$ cat config.mk
export PLATFORM = sky130hd
export DESIGN_NAME = gcd_cordic_cell
export DESIGN_NICKNAME = d
export VERILOG_FILES = /design/src/sv/gcd_pkg.sv /design/src/sv/gcd_cordic_cell.sv
export SDC_FILE = /design/constraint.sdc
export NUM_CORES = 1
export LEC_CHECK = 0
export BUFFER_PORTS_ARGS = -buffer_cell sky130_fd_sc_hd__buf_4
export CAP_MARGIN = 20
export CORE_ASPECT_RATIO = 0.75
export CORE_MARGIN = 2
export CORE_UTILIZATION = 42
export CTS_CLUSTER_SIZE = 20
export DETAILED_ROUTE_END_ITERATION = 7
export PLACE_DENSITY = 0.69
export SLEW_MARGIN = 20
export SYNTH_ARGS = -nofsm -noshare
export SYNTH_HDL_FRONTEND = slang
export SYNTH_SLANG_ARGS = --single-unit
export TNS_END_PERCENT = 1
$ cat constraint.sdc
create_clock -name clk -period 12.3 [get_ports clk]
set_input_delay 1.23 -clock clk [delete_from_list [all_inputs] [get_ports clk]]
set_output_delay 1.23 -clock clk [all_outputs]
set_load 0.02 [all_outputs]
$ cat src/sv/gcd_pkg.sv
// shared constants, types and tables for the great-circle distance pipeline
package gcd_pkg;

  localparam int ANGLE_FRAC_BITS = 20;
  localparam int CORDIC_STAGES   = 24;
  localparam int SQRT_STEPS      = 31;
  localparam int G2R_LAT         = 7;

  localparam logic [15:0] RADIUS_RESET = 16'd6371;
  localparam logic [31:0] PI_Q30       = 32'hC90FDAA2;
  localparam logic [32:0] TWO_PI_Q30   = 33'h1921FB544;
  localparam logic [30:0] HALF_PI_Q30  = 31'h6487ED51;
  localparam logic [31:0] GAIN_Q30     = 32'h26DD3B6A;
  localparam logic [30:0] ONE_Q30      = 31'h40000000;
  // pi*2^32 = 180*DIV_Q + 104, and 104/180 = 26/45
  localparam logic [26:0] DIV_Q        = 27'd74961320;
  localparam logic [30:0] RECIP_45     = 31'd1527099484;
  localparam logic [25:0] DIST_MAX     = 26'h3FFFFFF;

  localparam logic [31:0] ATAN_Q30 [32] = '{
    32'h3243F6A8, 32'h1DAC6705, 32'h0FADBAFC, 32'h07F56EA6, 32'h03FEAB76, 32'h01FFD55B,
    32'h00FFFAAA, 32'h007FFF55, 32'h003FFFEA, 32'h001FFFFD, 32'h000FFFFF, 32'h0007FFFF,
    32'h0003FFFF, 32'h0001FFFF, 32'h0000FFFF, 32'h00007FFF, 32'h00003FFF, 32'h00001FFF,
    32'h00000FFF, 32'h000007FF, 32'h000003FF, 32'h000001FF, 32'h000000FF, 32'h0000007F,
    32'h0000003F, 32'h0000001F, 32'h0000000F, 32'h00000008, 32'h00000004, 32'h00000002,
    32'h00000001, 32'h00000000
  };

  typedef enum logic {CORD_ROT, CORD_VEC} cord_mode_t;

  typedef logic signed [33:0] cw_t;

  typedef struct packed {
    logic valid;
    logic tag;
    cw_t  x;
    cw_t  y;
    cw_t  z;
  } cord_t;

  typedef struct packed {
    logic        valid;
    logic [60:0] n;
    logic [61:0] r;
  } sqrt_t;

  // floor(26*b/45) for b below 45
  function automatic logic [4:0] frac_26_45(input logic [5:0] b);
    logic [4:0] f;
    unique case (b)
      6'd0, 6'd1:           f = 5'd0;
      6'd2, 6'd3:           f = 5'd1;
      6'd4, 6'd5:           f = 5'd2;
      6'd6:                 f = 5'd3;
      6'd7, 6'd8:           f = 5'd4;
      6'd9, 6'd10:          f = 5'd5;
      6'd11, 6'd12:         f = 5'd6;
      6'd13:                f = 5'd7;
      6'd14, 6'd15:         f = 5'd8;
      6'd16, 6'd17:         f = 5'd9;
      6'd18, 6'd19:         f = 5'd10;
      6'd20:                f = 5'd11;
      6'd21, 6'd22:         f = 5'd12;
      6'd23, 6'd24:         f = 5'd13;
      6'd25:                f = 5'd14;
      6'd26, 6'd27:         f = 5'd15;
      6'd28, 6'd29:         f = 5'd16;
      6'd30, 6'd31:         f = 5'd17;
      6'd32:                f = 5'd18;
      6'd33, 6'd34:         f = 5'd19;
      6'd35, 6'd36:         f = 5'd20;
      6'd37, 6'd38:         f = 5'd21;
      6'd39:                f = 5'd22;
      6'd40, 6'd41:         f = 5'd23;
      6'd42, 6'd43:         f = 5'd24;
      6'd44:                f = 5'd25;
      default:              f = 5'd0;
    endcase
    return f;
  endfunction

endpackage

$ cat src/sv/gcd_cordic_cell.sv
// one cordic micro-rotation, rotation or vectoring mode
module gcd_cordic_cell (
  input  logic                clk,
  input  logic                rst,
  input  gcd_pkg::cord_mode_t mode,
  input  logic [4:0]          idx,
  input  gcd_pkg::cord_t      din,
  output gcd_pkg::cord_t      dout
);
  import gcd_pkg::*;

  cw_t  dx, dy, at;
  logic dir;

  always_comb begin
    dx  = din.y >>> idx;
    dy  = din.x >>> idx;
    at  = cw_t'({2'b00, ATAN_Q30[idx]});
    dir = (mode == CORD_VEC) ? (din.y <= 0) : (din.z >= 0);
  end

  always_ff @(posedge clk) begin
    if (rst) begin
      dout.valid <= 1'b0;
    end else begin
      dout.valid <= din.valid;
    end
    dout.tag <= din.tag;
    if (dir) begin
      dout.x <= din.x - dx;
      dout.y <= din.y + dy;
      dout.z <= din.z - at;
    end else begin
      dout.x <= din.x + dx;
      dout.y <= din.y - dy;
      dout.z <= din.z + at;
    end
  end

endmodule

==> results.ini <==
[global_routing]
grt_pass1_vias = 13400
grt_usage_pct = 29.0
grt-ovfl-total = 0
grt_pass1_wl_mm = 79.7
antenna_found_initial = 0
grt_max_degree = 76

[sta]
timing_hold_violations_final = 0
slew_viol_final = 0
worst-slew-pin-transition_ns = 1.23
finalCriticalPeriod_ns = 7.76
fin_setup_tns_ns = 0
max_freq_mhz = 129
fin_crit_sh_pct = 63.1
grt_setup_unrepaired = no
relSlewSlack_pct = 17.5
setup_viol = 0

[logic_synthesis]
synth_cells = 1696
synthFlopType = dfxtp_1
syn_area_um2 = 14300
avgSynthCellArea_um2 = 8.43
synth_xor_area_share_pct = 11.2
syn_nets = 1921
synth_compound_area_share_pct = 23.7
synth_edf_count = 0
ys_ff_latch = 104
synth_simple_gate_area_share_pct = 15.5
async_flop_share_pct = 0
synth_top_family_by_area = compound AO/OA/AOI/OAI gates
synthDistinctLibCells = 92
yosys-mux-area-fraction_pct = 20.1
synth-seq-area-share_pct = 14.6
synth_fa_ha_area_share_pct = 10.0
yosysWarnings = 0

[critical_path]
crit_fanout = 75
endpoint_kind = flop
arrival_ns = 8.07
critPathLaunchType = input port
worstSetupPathType = in -> reg
crit_required_ns = 12.62

[finish]
multi_input_area_um2 = 11500
layout_common_cells = 227 x buf_4, 140 x a21oi_1, 127 x nor2_1, 117 x nand2_1, 113 x xnor2_1
largest_register = dout
mostFrequentLayoutCell = buf_4
n_fill_cell = 3316
nets = 2068
drive_above_1_share_pct = 21.5
num_antenna_cells = 0
fin_cells = 2298
final_core_utilization_pct = 48.9
largest_reg_flops = 104
seqCellArea_um2 = 2080
final_area_um2 = 16400
top_regs = dout (104)
syn_to_final_growth_pct = 14.8

[clock_tree]
hold_buffers = 0
htreeDepth = 3
clockBufferDepth = 2
cts_made_buffers = 9
cts_setup_buffers = 0
post_cts_resized = 0
clk_pin_slew_ns = 0.08
cts_tree = built
clock-root-buffer = clkbuf_16
cts.sink_count = 104

[pwr]
ir_drop_v = 0.0000871
total_leakage_power_nw = 6.98
design_power_total_mw = 2.30
p_per_area_nw_per_um2 = 140

[floorplan]
coreArea_um2 = 33500
core.rowCount = 58
ios = 216
die_w_um = 217
start_util_pct = 42.6
fp.dieH_um = 164
dieArea_um2 = 35500

[place]
hpwl_mm = 40.4
io_buffers = 215
placed_area_um2 = 16100
gp_congestion = 0.983
place_inst = 2282

[detailed_routing]
drtPass1Iterations = 5
drc = 0
first_iter_violations = 1822
route.vias.total = 14500
postRouteAntennaNets = 0
totalWireLength_mm = 52.8
vias_per_cell = 6.30
wl_per_cell_um = 23.0

[job]
maxCapViolCount = 0

[hold_path]
hold_depth = 1
hold_class = in -> reg

[run_status]
status = completed

-- metrics by stage --
stage,setup slack (ns),hold WS (ns)
floorplan,6.13,1.26
global placement,4.41,1.33
detailed placement,4.21,1.34
CTS,4.61,0.930
global route,4.07,0.925
finish,4.54,0.944
-- cells in the mapped netlist, types with 26 or more instances --
cell | instances | area share (%)
nand2b_1 | 26 | 1.1
nand3_1 | 31 | 1.1
a21o_1 | 45 | 2.4
mux4_2 | 67 | 11
a21oi_1 | 140 | 4.9
ha_1 | 110 | 9.6
buf_2 | 31 | 1.1
dfxtp_1 | 104 | 15
xor2_1 | 69 | 4.2
xnor2_1 | 113 | 6.9
nor2_1 | 127 | 3.3
nand2_1 | 117 | 3.1
inv_1 | 57 | 1.5
clkbuf_1 | 38 | 1.0
mux2_2 | 51 | 4.0
mux2i_1 | 55 | 3.9
o21ai_0 | 103 | 3.6
-- layout make-up --
type                    count  share of cell area (%)
multi-input cells        1438                    70.2
clock buffers              10                    1.46
well taps                 450                    3.43
inverters                  62                    1.42
clock inverters             6                   0.305
flip-flops and latches    104                    12.7
repair buffers            228                    10.5
-- power by group --
part | total [mW] | leakage (nW) | internal [mW] | switching, mW
logic | 1.47 | 5.96 | 0.629 | 0.841
registers | 0.540 | 0.877 | 0.497 | 0.0427
clock network | 0.291 | 0.141 | 0.146 | 0.146
total | 2.30 | 6.98 | 1.27 | 1.03
-- path summary, 6_finish.rpt --
check / slack, ns / to / from
setup / recovery: 4.54 / dout[67] / idx[0]
hold / removal: 0.94 / dout[102] / din[102]
-- critical path, cell delays in order --
cell and delay (ns):
buf_6 0.57, buf_4 0.72, mux4_1 0.66, mux2_2 0.35, o221a_2 0.29, o21ai_0 0.40
ha_1 0.29, nand2_1 0.10, or3_1 0.51, nor3_2 0.36, nor2_1 0.10, xor2_1 0.17
ha_1 0.36, nand2_1 0.08, nor2_1 0.19, nand4_1 0.16, nor3_1 0.21, a21oi_1 0.12
a211oi_1 0.40, a21oi_1 0.14, o21a_1 0.21, o21ai_0 0.22, xnor2_1 0.14
-- kinds of logic after synthesis --
group	count (synthesis)
adder cells (fa/ha/maj)	113
AND/OR/NAND/NOR	442
AO/OA/AOI/OAI	519
XOR/XNOR	182
buffers and inverters	154
multiplexers	182
flip-flops	104
-- metal layers --
metal,wire [µm],track usage [%]
met5,0,0
met4,1430,8.69
met3,5730,7.57
met2,23000,44.3
met1,22600,40.2
No activity file was read; power rests on OpenSTA's default activity.
