## src/sv/gcd_pkg.sv

```systemverilog
// shared constants, types and tables for the great-circle distance pipeline
package gcd_pkg;

  localparam int ANGLE_FRAC_BITS = 20;
  localparam int CORDIC_STAGES   = 24;
  localparam int SQRT_STEPS      = 31;
  localparam int G2R_LAT         = 7;

  localparam logic [15:0] RADIUS_RESET = 16'd6371;
  localparam logic [31:0] PI_Q30       = 32'hC90FDAA2;
  localparam logic [32:0] TWO_PI_Q30   = 33'h1921FB544;
  localparam logic [30:0] HALF_PI_Q30  = 31'h6487ED51;
  localparam logic [31:0] GAIN_Q30     = 32'h26DD3B6A;
  localparam logic [30:0] ONE_Q30      = 31'h40000000;
  // pi*2^32 = 180*DIV_Q + 104, and 104/180 = 26/45
  localparam logic [26:0] DIV_Q        = 27'd74961320;
  localparam logic [30:0] RECIP_45     = 31'd1527099484;
  localparam logic [25:0] DIST_MAX     = 26'h3FFFFFF;

  localparam logic [31:0] ATAN_Q30 [32] = '{
    32'h3243F6A8, 32'h1DAC6705, 32'h0FADBAFC, 32'h07F56EA6, 32'h03FEAB76, 32'h01FFD55B,
    32'h00FFFAAA, 32'h007FFF55, 32'h003FFFEA, 32'h001FFFFD, 32'h000FFFFF, 32'h0007FFFF,
    32'h0003FFFF, 32'h0001FFFF, 32'h0000FFFF, 32'h00007FFF, 32'h00003FFF, 32'h00001FFF,
    32'h00000FFF, 32'h000007FF, 32'h000003FF, 32'h000001FF, 32'h000000FF, 32'h0000007F,
    32'h0000003F, 32'h0000001F, 32'h0000000F, 32'h00000008, 32'h00000004, 32'h00000002,
    32'h00000001, 32'h00000000
  };

  typedef enum logic {CORD_ROT, CORD_VEC} cord_mode_t;

  typedef logic signed [33:0] cw_t;

  typedef struct packed {
    logic valid;
    logic tag;
    cw_t  x;
    cw_t  y;
    cw_t  z;
  } cord_t;

  typedef struct packed {
    logic        valid;
    logic [60:0] n;
    logic [61:0] r;
  } sqrt_t;

  // floor(26*b/45) for b below 45
  function automatic logic [4:0] frac_26_45(input logic [5:0] b);
    logic [4:0] f;
    unique case (b)
      6'd0, 6'd1:           f = 5'd0;
      6'd2, 6'd3:           f = 5'd1;
      6'd4, 6'd5:           f = 5'd2;
      6'd6:                 f = 5'd3;
      6'd7, 6'd8:           f = 5'd4;
      6'd9, 6'd10:          f = 5'd5;
      6'd11, 6'd12:         f = 5'd6;
      6'd13:                f = 5'd7;
      6'd14, 6'd15:         f = 5'd8;
      6'd16, 6'd17:         f = 5'd9;
      6'd18, 6'd19:         f = 5'd10;
      6'd20:                f = 5'd11;
      6'd21, 6'd22:         f = 5'd12;
      6'd23, 6'd24:         f = 5'd13;
      6'd25:                f = 5'd14;
      6'd26, 6'd27:         f = 5'd15;
      6'd28, 6'd29:         f = 5'd16;
      6'd30, 6'd31:         f = 5'd17;
      6'd32:                f = 5'd18;
      6'd33, 6'd34:         f = 5'd19;
      6'd35, 6'd36:         f = 5'd20;
      6'd37, 6'd38:         f = 5'd21;
      6'd39:                f = 5'd22;
      6'd40, 6'd41:         f = 5'd23;
      6'd42, 6'd43:         f = 5'd24;
      6'd44:                f = 5'd25;
      default:              f = 5'd0;
    endcase
    return f;
  endfunction

endpackage

```

## src/sv/gcd_rad.sv

```systemverilog
// degrees to radians, range reduction and quadrant fold, pipelined
module gcd_rad (
  input  logic              clk,
  input  logic              halve,
  input  logic signed [29:0] deg,
  output gcd_pkg::cw_t      z,
  output logic              flip
);
  import gcd_pkg::*;

  localparam logic signed [36:0] PI_S   = 37'(PI_Q30);
  localparam logic signed [36:0] HALF_S = 37'(HALF_PI_Q30);

  logic        neg1, neg2, neg3, neg4, neg5;
  logic [29:0] m1, m2;
  logic [60:0] pc2;
  logic [24:0] a3;
  logic [5:0]  b3;
  logic [56:0] pq3, p4;
  logic [34:0] r5;
  logic signed [36:0] a6, w;
  logic [29:0] q45;
  logic [5:0]  sh;

  always_comb begin
    q45 = 30'(pc2[60:36]) * 30'd45;
    sh  = 6'(ANGLE_FRAC_BITS + 2) + {5'b0, halve};
    w   = (r5 > 35'(PI_Q30)) ? 37'(r5) - 37'(TWO_PI_Q30) : 37'(r5);
  end

  always_ff @(posedge clk) begin
    neg1 <= deg[29];
    m1   <= deg[29] ? 30'(-deg) : 30'(deg);
    // quotient by 45 through the reciprocal, exact below 2^30
    pc2  <= m1 * RECIP_45;
    m2   <= m1;
    neg2 <= neg1;
    a3   <= pc2[60:36];
    b3   <= 6'(m2 - q45);
    pq3  <= m2 * DIV_Q;
    neg3 <= neg2;
    p4   <= pq3 + 57'(a3) * 57'd26 + 57'(frac_26_45(b3));
    neg4 <= neg3;
    r5   <= 35'((p4 + (57'd1 << (sh - 6'd1))) >> sh);
    neg5 <= neg4;
    a6   <= neg5 ? -w : w;
    if (a6 > HALF_S) begin
      z    <= cw_t'(a6 - PI_S);
      flip <= 1'b1;
    end else if (a6 < -HALF_S) begin
      z    <= cw_t'(a6 + PI_S);
      flip <= 1'b1;
    end else begin
      z    <= cw_t'(a6);
      flip <= 1'b0;
    end
  end

endmodule

```

## config.mk

```make
export PLATFORM = sky130hd
export DESIGN_NAME = gcd_rad
export DESIGN_NICKNAME = d
export VERILOG_FILES = /design/src/sv/gcd_pkg.sv /design/src/sv/gcd_rad.sv
export SDC_FILE = /design/constraint.sdc
export NUM_CORES = 2
export LEC_CHECK = 0
export BUFFER_PORTS_ARGS = -buffer_cell sky130_fd_sc_hd__buf_2
export CAP_MARGIN = 0
export CORE_UTILIZATION = 38
export CTS_CLUSTER_SIZE = 30
export DETAILED_ROUTE_END_ITERATION = 6
export SYNTH_ARGS = -nofsm -noshare
export SYNTH_HDL_FRONTEND = slang
export SYNTH_SLANG_ARGS = --single-unit
export TNS_END_PERCENT = 30
```

## constraint.sdc

```tcl
create_clock -name clk -period 11.1 [get_ports clk]
set_clock_uncertainty 0.15 [all_clocks]
set_input_delay 0 -clock clk [delete_from_list [all_inputs] [get_ports clk]]
set_output_delay 0 -clock clk [all_outputs]
set_load 0.02 [all_outputs]
```

==> load_flow_metrics.sql <==
INSERT INTO impl_metrics (metric_group, metric, value, unit) VALUES
('status', 'outcome', 'finished, final reports clean', ''),
('synthesis', 'synth-seq-cells', '316', ''),
('global_route', 'grt_max_degree', '89', ''),
('finish', 'finish.net_count', '6043', ''),
('worst_setup_path', 'path_buf_inv', '4', ''),
('worst_setup_path', 'cp_slowest_cell', 'dfxtp_1', ''),
('sta', 'grt_setup_unrepaired', 'no', ''),
('finish', 'antenna_cells_inserted', '0', ''),
('synthesis', 'postSynthNetCount', '5946', ''),
('worst_setup_path', 'critPathLaunchType', 'flip-flop', ''),
('die', 'io-pin-count', '67', ''),
('worst_setup_path', 'path_class', 'flip-flop to flip-flop', ''),
('route', 'wl_met3', '4.62', 'mm'),
('sta', 'fin_crit_sh', '74.4', '%'),
('worst_setup_path', 'critical_path_arrival', '8.62', 'ns'),
('route', 'met1Wirelength', '50.5', 'mm'),
('sta', 'final.min_clock_period', '8.26', 'ns'),
('cts', 'cts-resized-gates', '0', ''),
('die', 'dieWidth', '339', 'um'),
('synthesis', 'synthTopCellsByArea', 'fa_1 30%, ha_1 21%, dfxtp_1 15%', ''),
('sta', 'max_slew_violations', '0', ''),
('hold_path', 'timing.hold.worst.class', 'input port to flip-flop', ''),
('worst_setup_path', 'critPathLaunch', 'm2[5]', ''),
('finish', 'multi_input_area', '0.0322', 'mm2'),
('cts', 'postCtsSetupBuffers', '0', ''),
('route', 'wl', '107', 'mm'),
('finish', 'layout-drive-gt1-share', '3.89', '%'),
('worst_setup_path', 'maximum_cell_stage_delay_along_the_critical_path', '0.73', 'ns'),
('cts', 'clkSinkCount', '316', ''),
('cts', 'cts_made_buffers', '39', ''),
('route', 'detail-route-antenna-nets', '0', ''),
('placed_design', 'post-dp-hpwl', '93.4', 'mm'),
('route', 'num_vias', '30100', ''),
('synthesis', 'post_synth_instance_area', '0.0431', 'mm2'),
('finish', 'sequential_cell_area', '0.00633', 'mm2'),
('synthesis', 'postSynthCellCount', '4557', ''),
('sta', 'timing_worst_slew_pin_value', '1.28', 'ns'),
('cts', 'ctsHtreeMaxLevel', '2', ''),
('global_route', 'grt_pass1_wl', '172', 'mm'),
('worst_setup_path', 'crit-reg2reg-launch', 'm2[5]', ''),
('sta', 'fin_tns_setup', '0', 'ns'),
('placed_design', 'routability_congestion_estimate_from_global_placement', '0.959', ''),
('cts', 'cts.reportedPaths.clkPinSlew', '0.06', 'ns'),
('worst_setup_path', 'critical_path.cell_chain', 'inv_1 > fa_1 > fa_1 > fa_1 > fa_1 > inv_1 > fa_1 > fa_1 > inv_1 > fa_1 > inv_1 > ha_1 > nand4_1 > nor2_1 > nand4_1 > o211ai_1 > o31ai_1 > o41ai_1 > o211ai_1 > o211a_1 > o31ai_1 > xor2_1', ''),
('worst_setup_path', 'critical-path-top-delay-family', 'adder cells', ''),
('cts', 'clockRootBuffer', 'clkbuf_16', ''),
('finish', 'layout.cells.most_common_list', '1154 x inv_1, 713 x ha_1, 644 x fa_1, 316 x dfxtp_1, 200 x nand2_1', ''),
('job', 'drv.max_cap_violation_count', '0', ''),
('synthesis', 'synth.yosys.seq_area_share', '14.7', '%'),
('die', 'core_rows', '123', ''),
('hold_path', 'worst_hold_startpoint', 'deg[28]', ''),
('finish', 'fillerInstances', '11000', ''),
('synthesis', 'ys.flop_type', 'dfxtp_1', ''),
('cts', 'ctsLongestPathBuffers', '3', ''),
('worst_setup_path', 'regToRegSetupSlack', '2.84', 'ns'),
('sta', 'hold_viol_final', '0', ''),
('worst_setup_path', 'critical_path.max_fanout', '7', ''),
('finish', 'layout_commonest_cell', 'inv_1', ''),
('die', 'initial_utilization', '38.4', '%'),
('cts', 'clock_latency', '0.57', 'ns'),
('cts', 'cts_tree', 'built', ''),
('global_route', 'global_route.usage.total', '18.9', '%'),
('sta', 'slew_headroom', '14.2', '%'),
('die', 'dieArea', '0.115', 'mm2'),
('sta', 'setup_violations', '0', ''),
('sta', 'max_freq', '0.121', 'GHz'),
('route', 'avgViaCountPerCell', '4.87', ''),
('synthesis', 'yosysTopAreaCellShare', '29.9', '%'),
('synthesis', 'post_synth_edffs', '0', ''),
('finish', 'finish.cell_count_without_fillers', '6182', ''),
('route', 'wl_per_cell', '17.3', 'um');
## routing by layer
| metal | global-route usage, % | vias to the layer above |
|---|---|---|
| met5 | 0 | - |
| met4 | 3.99 | 0 |
| met3 | 2.60 | 110 |
| met2 | 31.3 | 599 |
| met1 | 26.1 | 14600 |
| li1 | - | 14700 |
## cell families after synthesis
group | synth area share [%]
flops | 14.7
buf+inv | 10.8
mux | 0.307
xor+xnor | 5.81
compound gates | 9.98
simple gates | 7.84
fa+ha+maj | 50.6
## final timing paths
check                           endpoint  cells after the start
worst max-delay path             pq3[55]                     22
worst min-delay path              m1[28]                      3
worst max register to register   pq3[55]                     22
worst min register to register      neg5                      0
## synth_stat cells (all sizes together), types with 7 or more instances
| cell | count |
|---|---|
| buf | 16 |
| xnor2 | 199 |
| nor2 | 174 |
| o211ai | 22 |
| nand2b | 32 |
| dfxtp | 316 |
| ha | 713 |
| nand3 | 69 |
| o31ai | 38 |
| o32ai | 9 |
| o41ai | 8 |
| o21bai | 12 |
| o22ai | 8 |
| nor3 | 54 |
| nor2b | 17 |
| and3 | 25 |
| a22oi | 7 |
| o21a | 31 |
| a21boi | 10 |
| nand2 | 200 |
| a21oi | 157 |
| a211o | 7 |
| a31o | 11 |
| mux2i | 11 |
| o21ai | 131 |
| o31a | 9 |
| or2 | 15 |
| clkbuf | 65 |
| nor4 | 11 |
| and2 | 17 |
| xor2 | 87 |
| a31oi | 38 |
| nand4 | 33 |
| a21o | 70 |
| or3 | 24 |
| a211oi | 20 |
| inv | 1154 |
| fa | 644 |
## state kept, by name (all words and copies together), names as in the netlist, named ones only
signal,cells
pc2,25
flip,1
r5,35
m2,30
a6,37
neg2,1
a3,25
neg5,1
pq3,54
neg3,1
p4,36
z,34
m1,30
neg4,1
neg1,1
## through the flow
| stage | worst slack, ns | cell area [um2] | utilization (%) | hold WS, ns |
|---|---|---|---|---|
| final | 2.84 | 47000 | 41.8 | 0.0394 |
| after global placement | 2.88 | 45100 | 40.1 | -0.0273 |
| after detailed placement | 2.81 | 45100 | 40.1 | -0.0262 |
| after global routing | 2.36 | 47000 | 41.8 | 0.0273 |
| after floorplan | 4.08 | 43100 | - | -0.122 |
| after CTS | 2.81 | 47000 | 41.8 | 0.00189 |
## worst reg2reg max path, cell delays in order (launching register included)
cell and delay (ns):
dfxtp_1 0.73, inv_1 0.35, fa_1 0.58, fa_1 0.58
fa_1 0.45, fa_1 0.49, inv_1 0.06, fa_1 0.51
fa_1 0.54, inv_1 0.06, fa_1 0.54, inv_1 0.05
ha_1 0.37, nand4_1 0.14, nor2_1 0.13, nand4_1 0.11
o211ai_1 0.48, o31ai_1 0.21, o41ai_1 0.64, o211ai_1 0.31
o211a_1 0.30, o31ai_1 0.29, xor2_1 0.16
## cell type report
cell class / instances / area share [%]
clock buffer: 46 / 2.19
clock inverter: 23 / 0.615
inverter: 1154 / 9.21
multi-input combinational: 3006 / 68.4
sequential: 316 / 13.5
tap: 1500 / 3.99
timing repair buffer: 137 / 2.17
Power is not shown: default switching activity piles up to over one toggle a cycle in this logic, so the estimate is an artifact.
