===== src/sv/gcd_pkg.sv =====
// shared constants, types and tables for the great-circle distance pipeline
package gcd_pkg;

  localparam int ANGLE_FRAC_BITS = 20;
  localparam int CORDIC_STAGES   = 24;
  localparam int SQRT_STEPS      = 31;
  localparam int G2R_LAT         = 7;

  localparam logic [15:0] RADIUS_RESET = 16'd6371;
  localparam logic [31:0] PI_Q30       = 32'hC90FDAA2;
  localparam logic [32:0] TWO_PI_Q30   = 33'h1921FB544;
  localparam logic [30:0] HALF_PI_Q30  = 31'h6487ED51;
  localparam logic [31:0] GAIN_Q30     = 32'h26DD3B6A;
  localparam logic [30:0] ONE_Q30      = 31'h40000000;
  // pi*2^32 = 180*DIV_Q + 104, and 104/180 = 26/45
  localparam logic [26:0] DIV_Q        = 27'd74961320;
  localparam logic [30:0] RECIP_45     = 31'd1527099484;
  localparam logic [25:0] DIST_MAX     = 26'h3FFFFFF;

  localparam logic [31:0] ATAN_Q30 [32] = '{
    32'h3243F6A8, 32'h1DAC6705, 32'h0FADBAFC, 32'h07F56EA6, 32'h03FEAB76, 32'h01FFD55B,
    32'h00FFFAAA, 32'h007FFF55, 32'h003FFFEA, 32'h001FFFFD, 32'h000FFFFF, 32'h0007FFFF,
    32'h0003FFFF, 32'h0001FFFF, 32'h0000FFFF, 32'h00007FFF, 32'h00003FFF, 32'h00001FFF,
    32'h00000FFF, 32'h000007FF, 32'h000003FF, 32'h000001FF, 32'h000000FF, 32'h0000007F,
    32'h0000003F, 32'h0000001F, 32'h0000000F, 32'h00000008, 32'h00000004, 32'h00000002,
    32'h00000001, 32'h00000000
  };

  typedef enum logic {CORD_ROT, CORD_VEC} cord_mode_t;

  typedef logic signed [33:0] cw_t;

  typedef struct packed {
    logic valid;
    logic tag;
    cw_t  x;
    cw_t  y;
    cw_t  z;
  } cord_t;

  typedef struct packed {
    logic        valid;
    logic [60:0] n;
    logic [61:0] r;
  } sqrt_t;

  // floor(26*b/45) for b below 45
  function automatic logic [4:0] frac_26_45(input logic [5:0] b);
    logic [4:0] f;
    unique case (b)
      6'd0, 6'd1:           f = 5'd0;
      6'd2, 6'd3:           f = 5'd1;
      6'd4, 6'd5:           f = 5'd2;
      6'd6:                 f = 5'd3;
      6'd7, 6'd8:           f = 5'd4;
      6'd9, 6'd10:          f = 5'd5;
      6'd11, 6'd12:         f = 5'd6;
      6'd13:                f = 5'd7;
      6'd14, 6'd15:         f = 5'd8;
      6'd16, 6'd17:         f = 5'd9;
      6'd18, 6'd19:         f = 5'd10;
      6'd20:                f = 5'd11;
      6'd21, 6'd22:         f = 5'd12;
      6'd23, 6'd24:         f = 5'd13;
      6'd25:                f = 5'd14;
      6'd26, 6'd27:         f = 5'd15;
      6'd28, 6'd29:         f = 5'd16;
      6'd30, 6'd31:         f = 5'd17;
      6'd32:                f = 5'd18;
      6'd33, 6'd34:         f = 5'd19;
      6'd35, 6'd36:         f = 5'd20;
      6'd37, 6'd38:         f = 5'd21;
      6'd39:                f = 5'd22;
      6'd40, 6'd41:         f = 5'd23;
      6'd42, 6'd43:         f = 5'd24;
      6'd44:                f = 5'd25;
      default:              f = 5'd0;
    endcase
    return f;
  endfunction

endpackage


===== src/sv/gcd_sqrt_cell.sv =====
// one step of the digit-by-digit integer square root
module gcd_sqrt_cell (
  input  logic           clk,
  input  logic           rst,
  input  logic [4:0]     idx,
  input  gcd_pkg::sqrt_t din,
  output gcd_pkg::sqrt_t dout
);
  import gcd_pkg::*;

  logic [6:0]  pos;
  logic [61:0] bit_w, trial;
  logic        take;

  always_comb begin
    pos   = 7'd60 - {1'b0, idx, 1'b0};
    bit_w = 62'd1 << pos;
    trial = din.r + bit_w;
    take  = {1'b0, din.n} >= trial;
  end

  always_ff @(posedge clk) begin
    if (rst) begin
      dout.valid <= 1'b0;
    end else begin
      dout.valid <= din.valid;
    end
    if (take) begin
      dout.n <= din.n - trial[60:0];
      dout.r <= (din.r >> 1) + bit_w;
    end else begin
      dout.n <= din.n;
      dout.r <= din.r >> 1;
    end
  end

endmodule


===== config.mk =====
export PLATFORM = sky130hd
export DESIGN_NAME = gcd_sqrt_cell
export DESIGN_NICKNAME = d
export VERILOG_FILES = /design/src/sv/gcd_pkg.sv /design/src/sv/gcd_sqrt_cell.sv
export SDC_FILE = /design/constraint.sdc
export NUM_CORES = 1
export LEC_CHECK = 0
export CORE_AREA = 2 2 195 197
export DETAILED_ROUTE_END_ITERATION = 8
export DIE_AREA = 0 0 197 199
export DONT_BUFFER_PORTS = 1
export PLACE_DENSITY = 0.59
export SYNTH_ARGS = -nofsm -noshare
export SYNTH_HDL_FRONTEND = slang
export SYNTH_SLANG_ARGS = --single-unit

===== constraint.sdc =====
create_clock -name clk -period 13.08 [get_ports clk]
set_input_delay 1.308 -clock clk [delete_from_list [all_inputs] [get_ports clk]]
set_output_delay 1.308 -clock clk [all_outputs]
set_load 0.005 [all_outputs]

==> flow_metrics.py, run 1 <==
metrics = {
    "pwr": {
        "ir_worst_vdd_mv": 0.0745,
        "p_per_area_mw_per_mm2": 97.4,
        "p_leak_nw": 5.29,
    },
    "detailed_routing": {
        "drtAntennaViolNets": 0,
        "dr.pass1.iters": 5,
        "top_layer": "met4",
        "routed_wl_um": 48000,
        "wirelength_met1_um": 20600,
        "wl_met2_um": 21700,
        "first_iter_violations": 941,
        "route.met3.wl_um": 4160,
        "via_per_inst": 6.00,
        "wl_per_cell_um": 23.1,
        "vias": 12476,
        "drc_errors": 0,
    },
    "synthesis": {
        "synth_cells": 1637,
        "synth_cell_type_count": 80,
        "syn_area_mm2": 0.0128,
        "ys_seq_elements": 124,
        "syn_avg_cell_area_um2": 7.81,
        "synth_top_area_cell": "dfxtp_1",
        "synthArstFlopShare_pct": 0,
        "synth_nets": 1876,
        "synth_top_area_share_pct": 19.4,
        "synth_seq_area_share_pct": 19.4,
        "ys.flop_type": "dfxtp_1",
        "synth-edff-count": 0,
        "synth_most_common_cell": "nand2_1",
        "ys_top_cells_by_count": "nand2_1, dfxtp_1, nor2_1, xnor2_1, ha_1",
        "synthTopCellsByArea": "dfxtp_1, ha_1, xnor2_1",
        "yosysWarnings": 0,
    },
    "global_route": {
        "grt_pass1_vias": 11624,
        "grt_max_degree": 67,
        "antenna_found_initial": 1,
        "grt_pass1_wl_um": 70600,
        "overflow": 0,
        "globalRouteTotalUtil_pct": 23.8,
    },
    "setup_path": {
        "worst-setup-path-type": "primary input to flop",
        "crit_end": "dout[92]",
        "startpoint_type": "primary input",
        "crit_arrival_ps": 9770,
        "critical_path.startpoint": "idx[1]",
        "end_kind": "flop",
        "path_max_fanout": 66,
        "required_ps": 13420,
    },
    "layout": {
        "fill_cells": 3937,
        "utilization_pct": 37.1,
        "layout-drive-gt1-share_pct": 6.61,
        "largest_reg_flops": 124,
        "regMostFlops": "dout",
        "fin_area_mm2": 0.0138,
        "nNetsFinal": 1830,
        "fin_cells": 2078,
        "top_regs": "dout (124)",
        "final-seq-area_mm2": 0.00248,
        "multiInputGateArea_mm2": 0.00977,
        "area_growth_pct": 7.80,
    },
    "floorplanning": {
        "rows": 71,
        "dieArea_mm2": 0.0392,
        "die_w_um": 197,
        "chipHeight_um": 199,
        "initial_core_util_pct": 34.4,
        "num_io_pins": 255,
        "core_mm2": 0.0371,
    },
    "sta": {
        "tightest_slew_ps": 1130,
        "grt_setup_unrepaired": "false",
        "setup-tns-final_ps": 0,
        "setup_viol": 0,
        "post-route-period-util_pct": 72.1,
        "fmax_mhz": 106,
        "drv_slew": 0,
        "fin_crit_ps": 9420,
        "maxSlewHeadroom_pct": 24.5,
        "finalHoldViolCount": 0,
    },
    "clocking": {
        "root_buffer": "clkbuf_16",
        "holdBufCountCts": 0,
        "cts_tree": "yes",
        "cts-resized-gates": 0,
        "path_clk_slew_ps": 60,
        "numCtsBuffers": 17,
        "cts.sinks": 124,
        "cts.path.max_buffers": 2,
        "post_cts_buffers": 0,
        "h-tree-depth": 4,
    },
    "run_status": {
        "run_status": "complete, no violations",
    },
    "place": {
        "post_dp_cell_area_mm2": 0.0131,
        "post-place-cells": 2046,
        "gp_congestion": 0.947,
        "port_buffers": 0,
        "dp_hpwl_um": 38900,
    },
    "flow_run": {
        "max-cap-violations": 0,
    },
    "worst_hold_path": {
        "hold_path_class": "primary input to flop",
    },
}
==> metrics by stage <==
| stage | total power [mW] | setup slack (ps) | hold WS [ps] |
|---|---|---|---|
| after floorplan | 0.742 | 5310 | 1380 |
| after global placement | 0.822 | 3550 | 1380 |
| after detailed placement | 0.823 | 3370 | 1380 |
| after CTS | 1.36 | 3860 | 873 |
| after global routing | 1.41 | 3190 | 898 |
| final | 1.34 | 3660 | 921 |
==> layout by cell type, fill, tap and decap left out, types with 20 or more instances in the layout <==
cell type,instances
nand2_1,126
ha_1,107
mux2_2,30
a211oi_1,34
nand4_1,23
o211ai_1,22
a31oi_1,50
nor2b_1,20
a21oi_1,100
a21o_1,34
mux2_1,45
nor3_1,48
o21bai_1,25
xnor2_1,116
dfxtp_1,124
nor2_1,121
o21ai_0,99
inv_1,60
xor2_1,65
nand3_1,48
==> cell type report <==
cell class                      instances  area share [%]
Antenna cell                            1          0.0182
Clock buffer                           19            3.29
Tap cell                              474            4.30
Timing Repair Buffer                   10           0.545
Clock inverter                         12            1.33
Sequential cell                       124            18.0
Multi-Input combinational cell       1378            70.9
Inverter                               60            1.63
==> cells by family after synthesis <==
logic type      after synthesis  synth area share, %
compound gates              500                 26.1
simple gates                494                 19.1
xor+xnor                    181                 12.4
buf+inv                     135                 4.27
flops                       124                 19.4
fa+ha+maj                   116                 11.3
mux                          87                 7.54
==> worst min-delay path by stage <==
stage / cells after the start / to / slack, ps / start
finish: 1 / dout[123] / 920 / rst
global route: 1 / dout[123] / 900 / rst
CTS: 1 / dout[123] / 870 / rst
detailed placement: 1 / dout[123] / 1380 / rst
global placement: 1 / dout[123] / 1380 / rst
floorplan: 1 / dout[123] / 1380 / rst
==> critical path, stage by stage <==
cell and delay (ps):
and2_1 150, ha_1 410, or2_2 480, nor2_1 270, ha_1 340, a211oi_1 250, nor2_1 100, o2111ai_1 140
nand2b_1 140, a31oi_1 270, o21bai_1 210, a41o_1 330, a21oi_1 340, o21ai_0 180, xnor2_1 190, ha_1 410
and3_1 480, nand2_1 140, nor4_1 550, nand4bb_1 420, a21oi_1 260, o21bai_1 100, and2_1 140, buf_4 240
a21oi_4 530, buf_4 770, mux2_2 420
==> metal layers <==
layer	up-vias	GRT usage (%)
met5	-	0
met4	0	9.02
met3	83	7.60
met2	495	38.3
met1	5945	29.6
li1	5953	-
==> where the power goes <==
part | switching (mW) | internal, mW | leakage [nW] | total [mW]
sequential | 0.0247 | 0.420 | 1.05 | 0.445
clock | 0.193 | 0.330 | 0.307 | 0.522
combinational | 0.219 | 0.156 | 3.94 | 0.375
total | 0.437 | 0.905 | 5.29 | 1.34
No activity file was read; power rests on OpenSTA's default activity.
==> run 2, diff against run 1 <==
==> constraint.sdc (replaced) <==
create_clock -name clk -period 8.9 [get_ports clk]
set_input_delay 0.89 -clock clk [delete_from_list [all_inputs] [get_ports clk]]
set_output_delay 0.89 -clock clk [all_outputs]
set_load 0.005 [all_outputs]
==> run 2 against run 1 <==
Against the previous run:
- utilization is 0.057 points higher
- critical path depth stayed put
- cell area is 0.15% higher
==> flow_metrics.py, run 2 (synthesis results as in run 1) <==
metrics = {
    "detailed_routing": {
        "drc_errors": 0,
        "vias": 12617,
        "drtAntennaViolNets": 0,
        "first_iter_violations": 1148,
        "via_per_inst": 6.04,
        "routed_wl_um": 49000,
        "wl_per_cell_um": 23.4,
        "dr.pass1.iters": 7,
    },
    "layout": {
        "fin_cells": 2089,
        "fill_cells": 3991,
        "nNetsFinal": 1840,
        "mostFrequentLayoutCells": "nand2_1, dfxtp_1, nor2_1, xnor2_1, ha_1",
        "final-seq-area_mm2": 0.00248,
        "largest_reg_flops": 124,
        "multiInputGateArea_mm2": 0.00977,
        "regMostFlops": "dout",
        "area_growth_pct": 7.96,
        "layout_commonest_cell": "nand2_1",
        "layout-drive-gt1-share_pct": 7.19,
        "top_regs": "dout (124)",
    },
    "clocking": {
        "cts-resized-gates": 0,
        "holdBufCountCts": 0,
        "h-tree-depth": 4,
        "cts_tree": "yes",
        "root_buffer": "clkbuf_16",
        "post_cts_buffers": 0,
        "numCtsBuffers": 17,
        "cts.sinks": 124,
        "cts.path.max_buffers": 2,
        "path_clk_slew_ps": 60,
    },
    "global_route": {
        "grt_pass1_wl_um": 72700,
        "globalRouteTotalUtil_pct": 24.4,
        "grt_pass1_vias": 11725,
        "antenna_found_initial": 0,
        "overflow": 0,
        "grt_max_degree": 57,
    },
    "floorplanning": {
        "chipHeight_um": 199,
        "dieArea_mm2": 0.0392,
        "core_mm2": 0.0371,
        "num_io_pins": 255,
        "die_w_um": 197,
        "rows": 71,
        "initial_core_util_pct": 34.4,
    },
    "sta": {
        "setup-tns-final_ps": 0,
        "grt_setup_unrepaired": "false",
        "fin_crit_ps": 7930,
        "tightest_slew_ps": 1130,
        "maxSlewHeadroom_pct": 22.4,
        "post-route-period-util_pct": 89.1,
        "fmax_mhz": 126,
        "finalHoldViolCount": 0,
        "setup_viol": 0,
        "drv_slew": 0,
        "worst_slack_ps": 973,
    },
    "place": {
        "port_buffers": 0,
        "pre_cts_ws_ps": 649,
        "gp_congestion": 0.959,
        "post-place-cells": 2056,
        "dp_hpwl_um": 39200,
    },
    "setup_path": {
        "startpoint_type": "primary input",
        "worst-setup-path-type": "primary input to flop",
        "path_max_fanout": 12,
        "end_kind": "flop",
        "required_ps": 9250,
        "crit_arrival_ps": 8280,
    },
    "pwr": {
        "ir_worst_vdd_mv": 0.140,
        "p_leak_nw": 5.31,
        "p_per_area_mw_per_mm2": 138,
    },
    "run_status": {
        "run_status": "complete, no violations",
    },
    "worst_hold_path": {
        "hold_path_class": "primary input to flop",
    },
    "flow_run": {
        "max-cap-violations": 0,
    },
}
run 2: cell types whose count changed in the layout (fill, tap and decap cells not counted), sizes merged:
cell,before,now
buf,10,20
bufinv,4,1
clkbuf,19,20
clkinv,2,4
clkinvlp,2,4
inv,64,63
run 2: path summary, 6_finish.rpt:
check	to	cells past startpoint	slack [ps]	startpoint
worst max-delay path	dout[119]	27	970	idx[1]
worst min-delay path	dout[123]	1	490	rst
run 2: layer usage:
metal  GRT usage (%)  up-vias  routed length [µm]
met3            7.82       65                4540
met1            31.2     6020               20900
met5               0        -                   0
met2            38.9      547               22300
met4            7.91        0                1290
li1                -     5985                   -
run 2: area by class of cell:
cell class              instances  share of cell area (%)
inverters                      60                    1.63
diodes                          1                  0.0181
clock inverters                12                   0.825
multi-input cells            1378                    70.8
flip-flops and latches        124                    18.0
clock buffers                  20                    3.31
well taps                     474                    4.30
repair buffers                 20                    1.18
run 2: worst max-delay path: stages:
cell and delay [ps]:
and2_1 160, ha_1 420, nor2_1 470, nand2_1 200, nor2_1 320, ha_1 250, and2_1 130, maj3_1 240
o2111ai_1 180, o41a_1 500, o211a_1 310, nor3_2 370, o311ai_0 300, o21bai_1 330, a21oi_1 120, xor2_1 170
ha_1 450, nand4_1 200, nor3_1 540, nand4_1 170, o2bb2ai_1 160, o21bai_1 80, and2_1 200, buf_4 210
a311oi_1 510, a211oi_1 120, a31o_2 240
run 2: power breakdown:
part	total (mW)	internal [mW]	switching, mW
combinational	0.560	0.233	0.326
sequential	0.653	0.617	0.0363
clock	0.691	0.399	0.291
total	1.90	1.25	0.654
run 2: metrics by stage:
step	util (%)	hold slack [ps]	power (mW)	instance area (µm²)
floorplan	-	962	1.09	12800
global placement	35.6	962	1.22	13200
detailed placement	35.6	965	1.22	13200
CTS	37.2	455	1.92	13800
global route	37.2	483	2.01	13800
finish	37.2	491	1.90	13800
==> run 3, diff against run 2 <==
--- a/config.mk
+++ b/config.mk
@@ -5,11 +5,12 @@
 export SDC_FILE = /design/constraint.sdc
 export NUM_CORES = 1
 export LEC_CHECK = 0
-export CORE_AREA = 2 2 195 197
+export CORE_AREA = 2 2 160 162
+export CTS_CLUSTER_DIAMETER = 30
 export DETAILED_ROUTE_END_ITERATION = 8
-export DIE_AREA = 0 0 197 199
+export DIE_AREA = 0 0 162 164
 export DONT_BUFFER_PORTS = 1
-export PLACE_DENSITY = 0.59
+export PLACE_DENSITY = 0.73
 export SYNTH_ARGS = -nofsm -noshare
 export SYNTH_HDL_FRONTEND = slang
 export SYNTH_SLANG_ARGS = --single-unit
==> run 3 against run 2 <==
Against the previous run:
- combinational power about the same
- cell count down 7.1%
- utilization up 18 points
- sequential power down 0.6%
- global-route usage up 7.7 points
- highest routed layer unchanged
==> flow_metrics.py, run 3 (synthesis results as in run 1) <==
metrics = {
    "run_status": {
        "run_status": "complete, no violations",
    },
    "floorplanning": {
        "core_mm2": 0.0248,
        "dieArea_mm2": 0.0266,
        "rows": 58,
        "initial_core_util_pct": 51.5,
        "die_w_um": 162,
        "chipHeight_um": 164,
        "num_io_pins": 255,
    },
    "sta": {
        "fmax_mhz": 120,
        "grt_setup_unrepaired": "false",
        "setup-tns-final_ps": 0,
        "finalHoldViolCount": 0,
        "maxSlewHeadroom_pct": 29.2,
        "setup_viol": 0,
        "fin_crit_ps": 8330,
        "post-route-period-util_pct": 93.6,
        "tightest_slew_ps": 1060,
        "drv_slew": 0,
    },
    "global_route": {
        "globalRouteTotalUtil_pct": 32.1,
        "grt_pass1_vias": 11886,
        "grt_max_degree": 46,
        "overflow": 0,
        "antenna_found_initial": 0,
        "grt_pass1_wl_um": 66800,
    },
    "clocking": {
        "post_cts_buffers": 0,
        "path_clk_slew_ps": 70,
        "cts_tree": "yes",
        "cts.sinks": 124,
        "holdBufCountCts": 0,
        "numCtsBuffers": 17,
        "cts.path.max_buffers": 2,
        "root_buffer": "clkbuf_16",
        "h-tree-depth": 4,
        "cts-resized-gates": 0,
    },
    "setup_path": {
        "startpoint_type": "primary input",
        "end_kind": "flop",
        "max_stage_delay_ps": 580,
        "crit_arrival_ps": 8640,
        "crit_end": "dout[83]",
        "worst-setup-path-type": "primary input to flop",
        "critPathTopFamily": "simple AND/OR/NAND/NOR gates",
        "cp_num_cells": 25,
        "path_max_fanout": 37,
        "worstPathBufferInverterCount": 1,
        "crit_slowest_cell": "o31ai_1",
        "required_ps": 9210,
        "critical_path.startpoint": "idx[1]",
    },
    "detailed_routing": {
        "via_per_inst": 6.52,
        "drtAntennaViolNets": 0,
        "drc_errors": 0,
        "first_iter_violations": 1229,
        "wirelength_met1_um": 18200,
        "top_layer": "met4",
        "dr.pass1.iters": 5,
        "vias": 12650,
        "route.met3.wl_um": 4210,
        "wl_per_cell_um": 22.6,
        "routed_wl_um": 43800,
        "wl_met2_um": 19600,
    },
    "flow_run": {
        "max-cap-violations": 0,
    },
    "worst_hold_path": {
        "hold_path_class": "primary input to flop",
    },
    "pwr": {
        "p_per_area_mw_per_mm2": 142,
        "p_leak_nw": 5.29,
        "ir_worst_vdd_mv": 0.106,
    },
    "layout": {
        "top_regs": "dout (124)",
        "area_growth_pct": 6.50,
        "antennaDiodeCount": 0,
        "fill_cells": 2380,
        "fin_cells": 1940,
        "nNetsFinal": 1836,
        "regMostFlops": "dout",
        "layout_commonest_cell": "nand2_1",
        "largest_reg_flops": 124,
        "layout-drive-gt1-share_pct": 7.14,
        "mostFrequentLayoutCells": "nand2_1, dfxtp_1, nor2_1, xnor2_1, ha_1",
    },
    "place": {
        "gp_congestion": 1.03,
        "post-place-cells": 1908,
        "port_buffers": 0,
        "dp_hpwl_um": 34500,
    },
}
==> run 3: how the worst min path moves through the flow <==
stage / to / startpoint / slack, ps / cells after the start
after detailed placement: dout[123] / rst / 970 / 1
final: dout[123] / rst / 510 / 1
after global routing: dout[123] / rst / 500 / 1
after global placement: dout[123] / rst / 970 / 1
after floorplan: dout[123] / rst / 960 / 1
after CTS: dout[123] / rst / 500 / 1
==> run 3: where the power goes <==
group          leakage [nW]  switching, mW  total (mW)  internal [mW]
sequential             1.05         0.0324       0.649          0.617
clock                 0.270          0.301       0.721          0.419
combinational          3.97          0.325       0.558          0.233
==> run 3: final cells by class <==
cell class	instances	area (µm²)	share of cell area, %
inverters	60	225	1.65
flip-flops and latches	124	2480	18.2
clock buffers	18	439	3.22
repair buffers	16	133	0.974
well taps	330	413	3.03
clock inverters	14	146	1.07
multi-input cells	1378	9780	71.8
==> run 3: metrics by stage <==
step	area (µm²)	total power, mW	hold slack (ps)	util (%)	worst slack [ps]
finish	13600	1.93	515	54.9	566
global route	13600	2.02	504	54.9	201
CTS	13600	1.93	501	54.9	511
detailed placement	13000	1.20	969	52.5	151
global placement	13000	1.20	970	52.5	462
floorplan	12800	1.09	962	-	1550
==> run 3: layer usage <==
layer  vias up  global-route usage [%]
met4         0                    14.5
met3       104                    8.48
met2       676                    51.0
met1      5904                    40.8
met5         -                       0
li1       5966                       -
